[config.mk]
export PLATFORM = sky130hd
export DESIGN_NAME = utf8_decoder_6byte_validating
export DESIGN_NICKNAME = d
export VERILOG_FILES = /design/src/design/u8d_pkg.sv /design/src/design/u8d_assemble.sv /design/src/design/utf8_decoder_6byte_validating.sv
export VERILOG_INCLUDE_DIRS = /design/src /design/src/design
export SDC_FILE = /design/constraint.sdc
export NUM_CORES = 1
export LEC_CHECK = 0
export ABC_AREA = 1
export BUFFER_PORTS_ARGS = -buffer_cell sky130_fd_sc_hd__clkbuf_2
export CORE_ASPECT_RATIO = 0.7
export CORE_MARGIN = 2
export CORE_UTILIZATION = 30
export CTS_BUF_LIST = sky130_fd_sc_hd__clkbuf_4
export CTS_CLUSTER_DIAMETER = 120
export DETAILED_ROUTE_END_ITERATION = 8
export HOLD_SLACK_MARGIN = 0.03
export SLEW_MARGIN = 10
export SYNTH_ARGS = -nofsm -noshare
export SYNTH_HDL_FRONTEND = slang
export SYNTH_SLANG_ARGS = --single-unit
[constraint.sdc]
create_clock -name i_clk -period 6.1 [get_ports i_clk]
set_input_delay 0.915 -clock i_clk [delete_from_list [all_inputs] [get_ports i_clk]]
set_output_delay 0.915 -clock i_clk [all_outputs]
set_load 0.02 [all_outputs]
[src/design/utf8_decoder_6byte_validating_assert.svh]
// ----------------------------------------------------------------------------
// UTF-8 decoder assertion macros
// Shared concurrent assertion forms, clocked on i_clk and off during reset.
// ----------------------------------------------------------------------------
`ifndef UTF8_DECODER_6BYTE_VALIDATING_ASSERT_SVH
`define UTF8_DECODER_6BYTE_VALIDATING_ASSERT_SVH

// Same-cycle implication.
`define U8D_ASSERT_NOW(label, ante, cons) \
    label: assert property (@(posedge i_clk) disable iff (!i_rst_n) \
        (ante) |-> (cons)) else $error("u8d assertion failed");

// Next-cycle implication.
`define U8D_ASSERT_NEXT(label, ante, cons) \
    label: assert property (@(posedge i_clk) disable iff (!i_rst_n) \
        (ante) |=> (cons)) else $error("u8d assertion failed");

`endif

[src/design/u8d_pkg.sv]
// ----------------------------------------------------------------------------
// UTF-8 decoder package
// Item types, status codes and length limits shared by the decoder modules.
// ----------------------------------------------------------------------------
`default_nettype none

package u8d_pkg;

    typedef enum logic [1:0] {
        ST_OK       = 2'd0,
        ST_BAD_LEAD = 2'd1,
        ST_BAD_CONT = 2'd2,
        ST_OVERLONG = 2'd3
    } t_status;

    typedef struct packed {
        logic [7:0] byte_0;
        logic [7:0] byte_1;
        logic [7:0] byte_2;
        logic [7:0] byte_3;
        logic [7:0] byte_4;
        logic [7:0] byte_5;
    } t_u8d_in;

    typedef struct packed {
        logic [30:0] code_point;
        t_status     status;
        logic [2:0]  consumed;
        logic [2:0]  error_offset;
    } t_u8d_out;

    // Largest value the next shorter form can carry; a value at or below it
    // is overlong for a sequence with this many continuation bytes.
    function automatic logic [30:0] u8d_short_max(input logic [2:0] extra);
        logic [30:0] v;
        case (extra)
            3'd1: v = 31'h0000007f;
            3'd2: v = 31'h000007ff;
            3'd3: v = 31'h0000ffff;
            3'd4: v = 31'h001fffff;
            3'd5: v = 31'h03ffffff;
            default: v = 31'h00000000;
        endcase
        return v;
    endfunction

endpackage

`default_nettype wire

[src/design/u8d_assemble.sv]
// ----------------------------------------------------------------------------
// UTF-8 payload assembly
// Joins the lead byte's payload bits with six bits from each continuation.
// ----------------------------------------------------------------------------
`default_nettype none

module u8d_assemble
    import u8d_pkg::*;
(
    input  t_u8d_in     i_bytes,
    input  logic [2:0]  i_extra,
    output logic [30:0] o_value
);

    always_comb begin
        case (i_extra)
            3'd1: o_value = {20'd0, i_bytes.byte_0[4:0], i_bytes.byte_1[5:0]};
            3'd2: o_value = {15'd0, i_bytes.byte_0[3:0], i_bytes.byte_1[5:0],
                             i_bytes.byte_2[5:0]};
            3'd3: o_value = {10'd0, i_bytes.byte_0[2:0], i_bytes.byte_1[5:0],
                             i_bytes.byte_2[5:0], i_bytes.byte_3[5:0]};
            3'd4: o_value = {5'd0, i_bytes.byte_0[1:0], i_bytes.byte_1[5:0],
                             i_bytes.byte_2[5:0], i_bytes.byte_3[5:0],
                             i_bytes.byte_4[5:0]};
            3'd5: o_value = {i_bytes.byte_0[0], i_bytes.byte_1[5:0],
                             i_bytes.byte_2[5:0], i_bytes.byte_3[5:0],
                             i_bytes.byte_4[5:0], i_bytes.byte_5[5:0]};
            default: o_value = {23'd0, i_bytes.byte_0};
        endcase
    end

endmodule

`default_nettype wire

[src/design/utf8_decoder_6byte_validating.sv]
// The result strobe o_valid is raised from the stage 3 valid bit once the item has passed every stage.
// Throughput: one item per cycle; busy stays low, so start may be held high.
// Three register stages: lead classification, payload assembly with the
// continuation check, then the overlong compare into the output register.
// Synchronous active-low reset clears the stage valid bits; no results follow.
// ----------------------------------------------------------------------------
// UTF-8 six-byte validating decoder
// Decodes one one-to-six byte sequence of the 31-bit form per item.
// ----------------------------------------------------------------------------
`default_nettype none

module utf8_decoder_6byte_validating
    import u8d_pkg::*;
(
    input  logic     i_clk,
    input  logic     i_rst_n,
    input  logic     start,
    input  t_u8d_in  i_item,
    output logic     busy,
    output logic     o_valid,
    output t_u8d_out o_result
);

    `include "utf8_decoder_6byte_validating_assert.svh"

    // Stage 1: lead byte classification and continuation form per byte.
    logic       r_v1;
    t_u8d_in    r_bytes1;
    logic [2:0] r_ones1;
    logic [5:1] r_cont1;
    logic [2:0] n_ones1;
    logic [5:1] n_cont1;

    // Stage 2: assembled value and lead or continuation errors.
    logic        r_v2;
    logic [30:0] r_val2;
    t_status     r_st2;
    logic [2:0]  r_off2;
    logic [2:0]  r_extra2;
    logic        r_chk2;
    logic [2:0]  n_extra2;
    logic [30:0] n_val2;
    t_status     n_st2;
    logic [2:0]  n_off2;
    logic        n_chk2;

    // Stage 3: output register.
    logic     r_v3;
    t_u8d_out r_res3;
    t_u8d_out n_res3;

    assign busy = 1'b0;

    // Count of leading ones in the lead byte; seven stands for seven or eight.
    always_comb begin
        if (!i_item.byte_0[7]) begin
            n_ones1 = 3'd0;
        end else if (!i_item.byte_0[6]) begin
            n_ones1 = 3'd1;
        end else if (!i_item.byte_0[5]) begin
            n_ones1 = 3'd2;
        end else if (!i_item.byte_0[4]) begin
            n_ones1 = 3'd3;
        end else if (!i_item.byte_0[3]) begin
            n_ones1 = 3'd4;
        end else if (!i_item.byte_0[2]) begin
            n_ones1 = 3'd5;
        end else if (!i_item.byte_0[1]) begin
            n_ones1 = 3'd6;
        end else begin
            n_ones1 = 3'd7;
        end
        n_cont1[1] = (i_item.byte_1[7:6] == 2'b10);
        n_cont1[2] = (i_item.byte_2[7:6] == 2'b10);
        n_cont1[3] = (i_item.byte_3[7:6] == 2'b10);
        n_cont1[4] = (i_item.byte_4[7:6] == 2'b10);
        n_cont1[5] = (i_item.byte_5[7:6] == 2'b10);
    end

    always_ff @(posedge i_clk) begin
        if (!i_rst_n) begin
            r_v1 <= 1'b0;
        end else begin
            r_v1 <= start && !busy;
        end
        r_bytes1 <= i_item;
        r_ones1  <= n_ones1;
        r_cont1  <= n_cont1;
    end

    assign n_extra2 = r_ones1 - 3'd1;

    u8d_assemble u_assemble (
        .i_bytes (r_bytes1),
        .i_extra ((r_ones1 == 3'd0) ? 3'd0 : n_extra2),
        .o_value (n_val2)
    );

    always_comb begin
        logic found;
        found  = 1'b0;
        n_st2  = ST_OK;
        n_off2 = 3'd0;
        n_chk2 = 1'b0;
        if (r_ones1 == 3'd0) begin
            n_st2 = ST_OK;
        end else if (r_ones1 == 3'd1 || r_ones1 == 3'd7) begin
            n_st2 = ST_BAD_LEAD;
        end else begin
            n_chk2 = 1'b1;
            // The first malformed continuation in byte order is reported.
            for (int k = 1; k <= 5; k++) begin
                if (!found && (3'(k) <= n_extra2) && !r_cont1[3'(k)]) begin
                    found  = 1'b1;
                    n_st2  = ST_BAD_CONT;
                    n_off2 = 3'(k);
                    n_chk2 = 1'b0;
                end
            end
        end
    end

    always_ff @(posedge i_clk) begin
        if (!i_rst_n) begin
            r_v2 <= 1'b0;
        end else begin
            r_v2 <= r_v1;
        end
        r_val2   <= n_val2;
        r_st2    <= n_st2;
        r_off2   <= n_off2;
        r_extra2 <= n_extra2;
        r_chk2   <= n_chk2;
    end

    always_comb begin
        n_res3 = '0;
        if (r_st2 != ST_OK) begin
            n_res3.status       = r_st2;
            n_res3.error_offset = r_off2;
        end else if (r_chk2 && (r_val2 <= u8d_short_max(r_extra2))) begin
            n_res3.status       = ST_OVERLONG;
            n_res3.error_offset = r_extra2 + 3'd1;
        end else begin
            n_res3.code_point = r_val2;
            n_res3.status     = ST_OK;
            n_res3.consumed   = r_chk2 ? (r_extra2 + 3'd1) : 3'd1;
        end
    end

    always_ff @(posedge i_clk) begin
        if (!i_rst_n) begin
            r_v3 <= 1'b0;
        end else begin
            r_v3 <= r_v2;
        end
        r_res3 <= n_res3;
    end

    assign o_valid  = r_v3;
    assign o_result = r_res3;

    `U8D_ASSERT_NOW(a_latency,
        $past(i_rst_n, 1) && $past(i_rst_n, 2) && $past(i_rst_n, 3),
        o_valid == $past(start, 3))
    `U8D_ASSERT_NOW(a_ok_fields,
        o_valid && o_result.status == ST_OK,
        o_result.consumed != 3'd0 && o_result.error_offset == 3'd0)
    `U8D_ASSERT_NOW(a_err_fields,
        o_valid && o_result.status != ST_OK,
        o_result.code_point == 31'd0 && o_result.consumed == 3'd0)
    `U8D_ASSERT_NEXT(a_overlong_off,
        r_v2 && r_st2 == ST_OK && r_chk2,
        o_result.status == ST_OK || o_result.error_offset >= 3'd2)

endmodule

`default_nettype wire
==> results by group <==
Floorplanning
  • I/O pins: 92
  • Die area: 18000 sq um
  • Initial core utilization: 30.8%
  • Core area: 16400 sq um
  • Row cnt: 39
  • Die height: 113 um
  • Die W: 159 um

Pwr
  • Reg power frac: 49.6%
  • Sw Share: 35.3%
  • Maximum vdd drop: 0.000194 V
  • Share of total power in combinational logic: 21.0%
  • Sw power: 653 uW
  • Leakage: 0.00286 uW
  • Clock group share of total power: 29.4%
  • Internal power: 1200 uW
  • Pwr Density: 311 nW/um^2

Job
  • Max_cap viols: 0

Route
  • ANT nets after route: 0
  • Final Routed Wirelength: 11.0 mm
  • Via count: 3616
  • TritonRoute pass-1 iters: 4
  • Avg WL per Cell: 12.6 um
  • Average via count per standard cell: 4.16
  • Residual DRC: 0
  • Starting DRT DRC Count: 258

Logic synthesis
  • Post-synth cell types: 38
  • Yosys top cell by area: dfxtp_1
  • Primary FF master, synth: dfxtp_1
  • Avg Cell Area, Syn: 9.47 sq um
  • Async set-reset flop share out of synthesis: 0%
  • #FFs+latches synth: 125
  • Largest cells by area after synthesis: dfxtp_1, ha_1, nor2_4
  • Seq/Total Area, Yosys: 49.4%
  • Most common cell in the synthesized netlist: dfxtp_1
  • Post-Syn Instances: 535
  • Synth warn: 0
  • Commonest cells post-synth: dfxtp_1, inv_1, nand2_1
  • Cell Area, Synth: 5070 sq um
  • Top-area cell type share of the netlist area: 49.4%
  • Post-synth EDFFs: 0
  • Net Count, Synth: 623

CTS
  • Clk_lat worst skew: 0.55 ns
  • Postcts setup bufs: 0
  • CTS resizes: 0
  • Htree depth: 4
  • Reg clk slew, reported paths: 0.12 ns
  • Clock Path Buffers: 2
  • CTS Hold Buffers Added: 0
  • CTS tree: built
  • Root Buffer: clkbuf_4
  • CTS buffer count: 17
  • TritonCTS Sinks: 125

Worst setup path
  • Reg-to-reg slack, setup: 2.26 ns
  • CP Capture Type: register
  • CP max FO: 32
  • Startpoint class of the critical path: register
  • WP data required: 6.53 ns
  • Crit path DAT: 4.26 ns
  • R2r startpoint: r_extra2[0]
  • WS Path Type: register to register
  • Critical R2R Capture: o_result[38]
  • R2r worst-path depth: 20

Global routing
  • Global-route wire length before repair: 17.7 mm
  • Pin count of the biggest net entering global routing: 33
  • Initial antenna violation count: 1
  • Overflow after GRT: 0
  • Vias in the first global route: 3432
  • Global Route Usage Sum: 13.1%

Timing
  • Rel. slew slack: 41.7%
  • Setup TNS: 0 ns
  • Final hold vios: 0
  • Unrepaired setup endpoints after global routing: no
  • Tmin final: 3.84 ns
  • Worst Tran Pin Value: 0.869 ns
  • Setup violations, final: 0
  • Clk_skew: 0.0244 ns
  • Max Freq: 261 MHz
  • Final Slew Violations: 0
  • Tcrit/Tclk final: 62.9%
  • Final WS setup: 2.26 ns

Final layout
  • Share of layout cells above drive strength 1: 28.9%
  • NumNets Final: 718
  • Layout overhead on the synthesized area: 17.4%
  • Filler instances: 1721

Placement
  • Worst slack at placement: 2.31 ns
  • Port bufs: 86
  • Routability cong.: 0.901
  • HPWL Detailed: 8.78 mm

Worst hold path
  • WHS Endpoint: o_valid
  • Hold path cells: 2
  • Hold Path Class: register to register
  • Hold Startpoint: r_v2

Run status
  • Status: complete, no violations
==> cell usage in the layout, fill, tap and decap left out, drive strengths merged, types with 2 or more instances in the layout <==
cell | Yosys | routed
nor2 | 68 | 68
ha | 37 | 37
nand4 | 6 | 6
o22ai | 13 | 13
nand2 | 93 | 93
dfxtp | 125 | 125
nor3 | 3 | 3
a22oi | 9 | 9
o221ai | 10 | 10
clkbuf | 1 | 103
a21boi | 2 | 2
a21oi | 14 | 14
nand3 | 17 | 17
o2111ai | 4 | 4
o21ai | 7 | 7
inv | 103 | 114
o211ai | 4 | 4
a211oi | 4 | 4
clkinvlp | 0 | 3
==> registers in the layout, summed over array words and instances, names as in the netlist <==
signal    cells
r_off2        2
r_v2          1
r_extra2      3
r_bytes1     38
r_cont1       3
r_chk2        1
o_result     39
r_st2         2
o_valid       1
r_ones1       3
r_v1          1
r_val2       31
==> metrics by stage <==
stage / hold WS, ns / util [%] / std cells / area [sq um] / total power (uW)
CTS: 0.402 / 36.2 / 868 / 5950 / 1880
finish: 0.425 / 36.2 / 869 / 5950 / 1850
global route: 0.386 / 36.2 / 869 / 5950 / 1970
global placement: 0.392 / 34.5 / 836 / 5680 / 1320
floorplan: 0.390 / - / 535 / 5070 / 1230
detailed placement: 0.402 / 34.5 / 836 / 5680 / 1330
==> cell type report <==
class | instances | area [sq um] | share of cell area, %
tap | 225 | 282 | 4.73
sequential | 125 | 2500 | 42.1
clock inverter | 15 | 140 | 2.36
inverter | 103 | 387 | 6.50
timing repair buffer | 86 | 430 | 7.23
multi-input combinational | 297 | 2080 | 34.9
clock buffer | 17 | 128 | 2.15
antenna | 1 | 2.50 | 0.0421
==> worst max path at each step <==
stage	from	endpoint	slack (ns)	cells past startpoint
3_3_place_gp	r_extra2[0]	o_result[38]	2.42	20
4_1_cts	r_extra2[0]	o_result[38]	2.30	20
5_1_grt	r_extra2[0]	o_result[38]	2.04	20
3_5_place_dp	r_extra2[0]	o_result[38]	2.31	20
2_1_floorplan	r_extra2[0]	o_result[8]	3.28	21
6_report	r_extra2[0]	o_result[38]	2.26	20
==> kinds of logic after synthesis <==
group           synth area share [%]
compound gates                  9.43
fa+ha+maj                       9.13
buf+inv                         9.63
flops                           49.4
other cells                   0.0740
simple gates                    22.4
==> worst max-delay path: stages, from the launching register on <==
cell and delay, ns:
dfxtp_1 0.40, inv_1 0.10, ha_1 0.20, inv_1 0.05, a21oi_1 0.09, a211oi_1 0.70
o21ai_0 0.36, inv_1 0.29, ha_1 0.29, nand2_1 0.10, inv_1 0.05, a21oi_1 0.14
nand2_1 0.07, nand2_1 0.05, nand2_1 0.06, nand2_1 0.07, nand2_2 0.08, nand2_4 0.09
nand2_4 0.07, nand2_8 0.38, nor2_1 0.08
==> per-layer routing <==
metal  up-vias  track usage, %  wire, um
met3         9            5.24       873
met2       106            17.6      4320
met5         -               0         0
met1      1601            18.7      5670
li1       1900               -         -
met4         0            4.85       131
==> power groups by stage <==
stage / clock (uW) / combinational, uW / sequential, uW
6_report: 545 / 388 / 919
5_1_grt: 606 / 437 / 926
4_1_cts: 570 / 392 / 919
3_5_place_dp: 0 / 390 / 938
3_3_place_gp: 0 / 384 / 938
2_1_floorplan: 0 / 277 / 956
(Power assumes the default switching activity.)
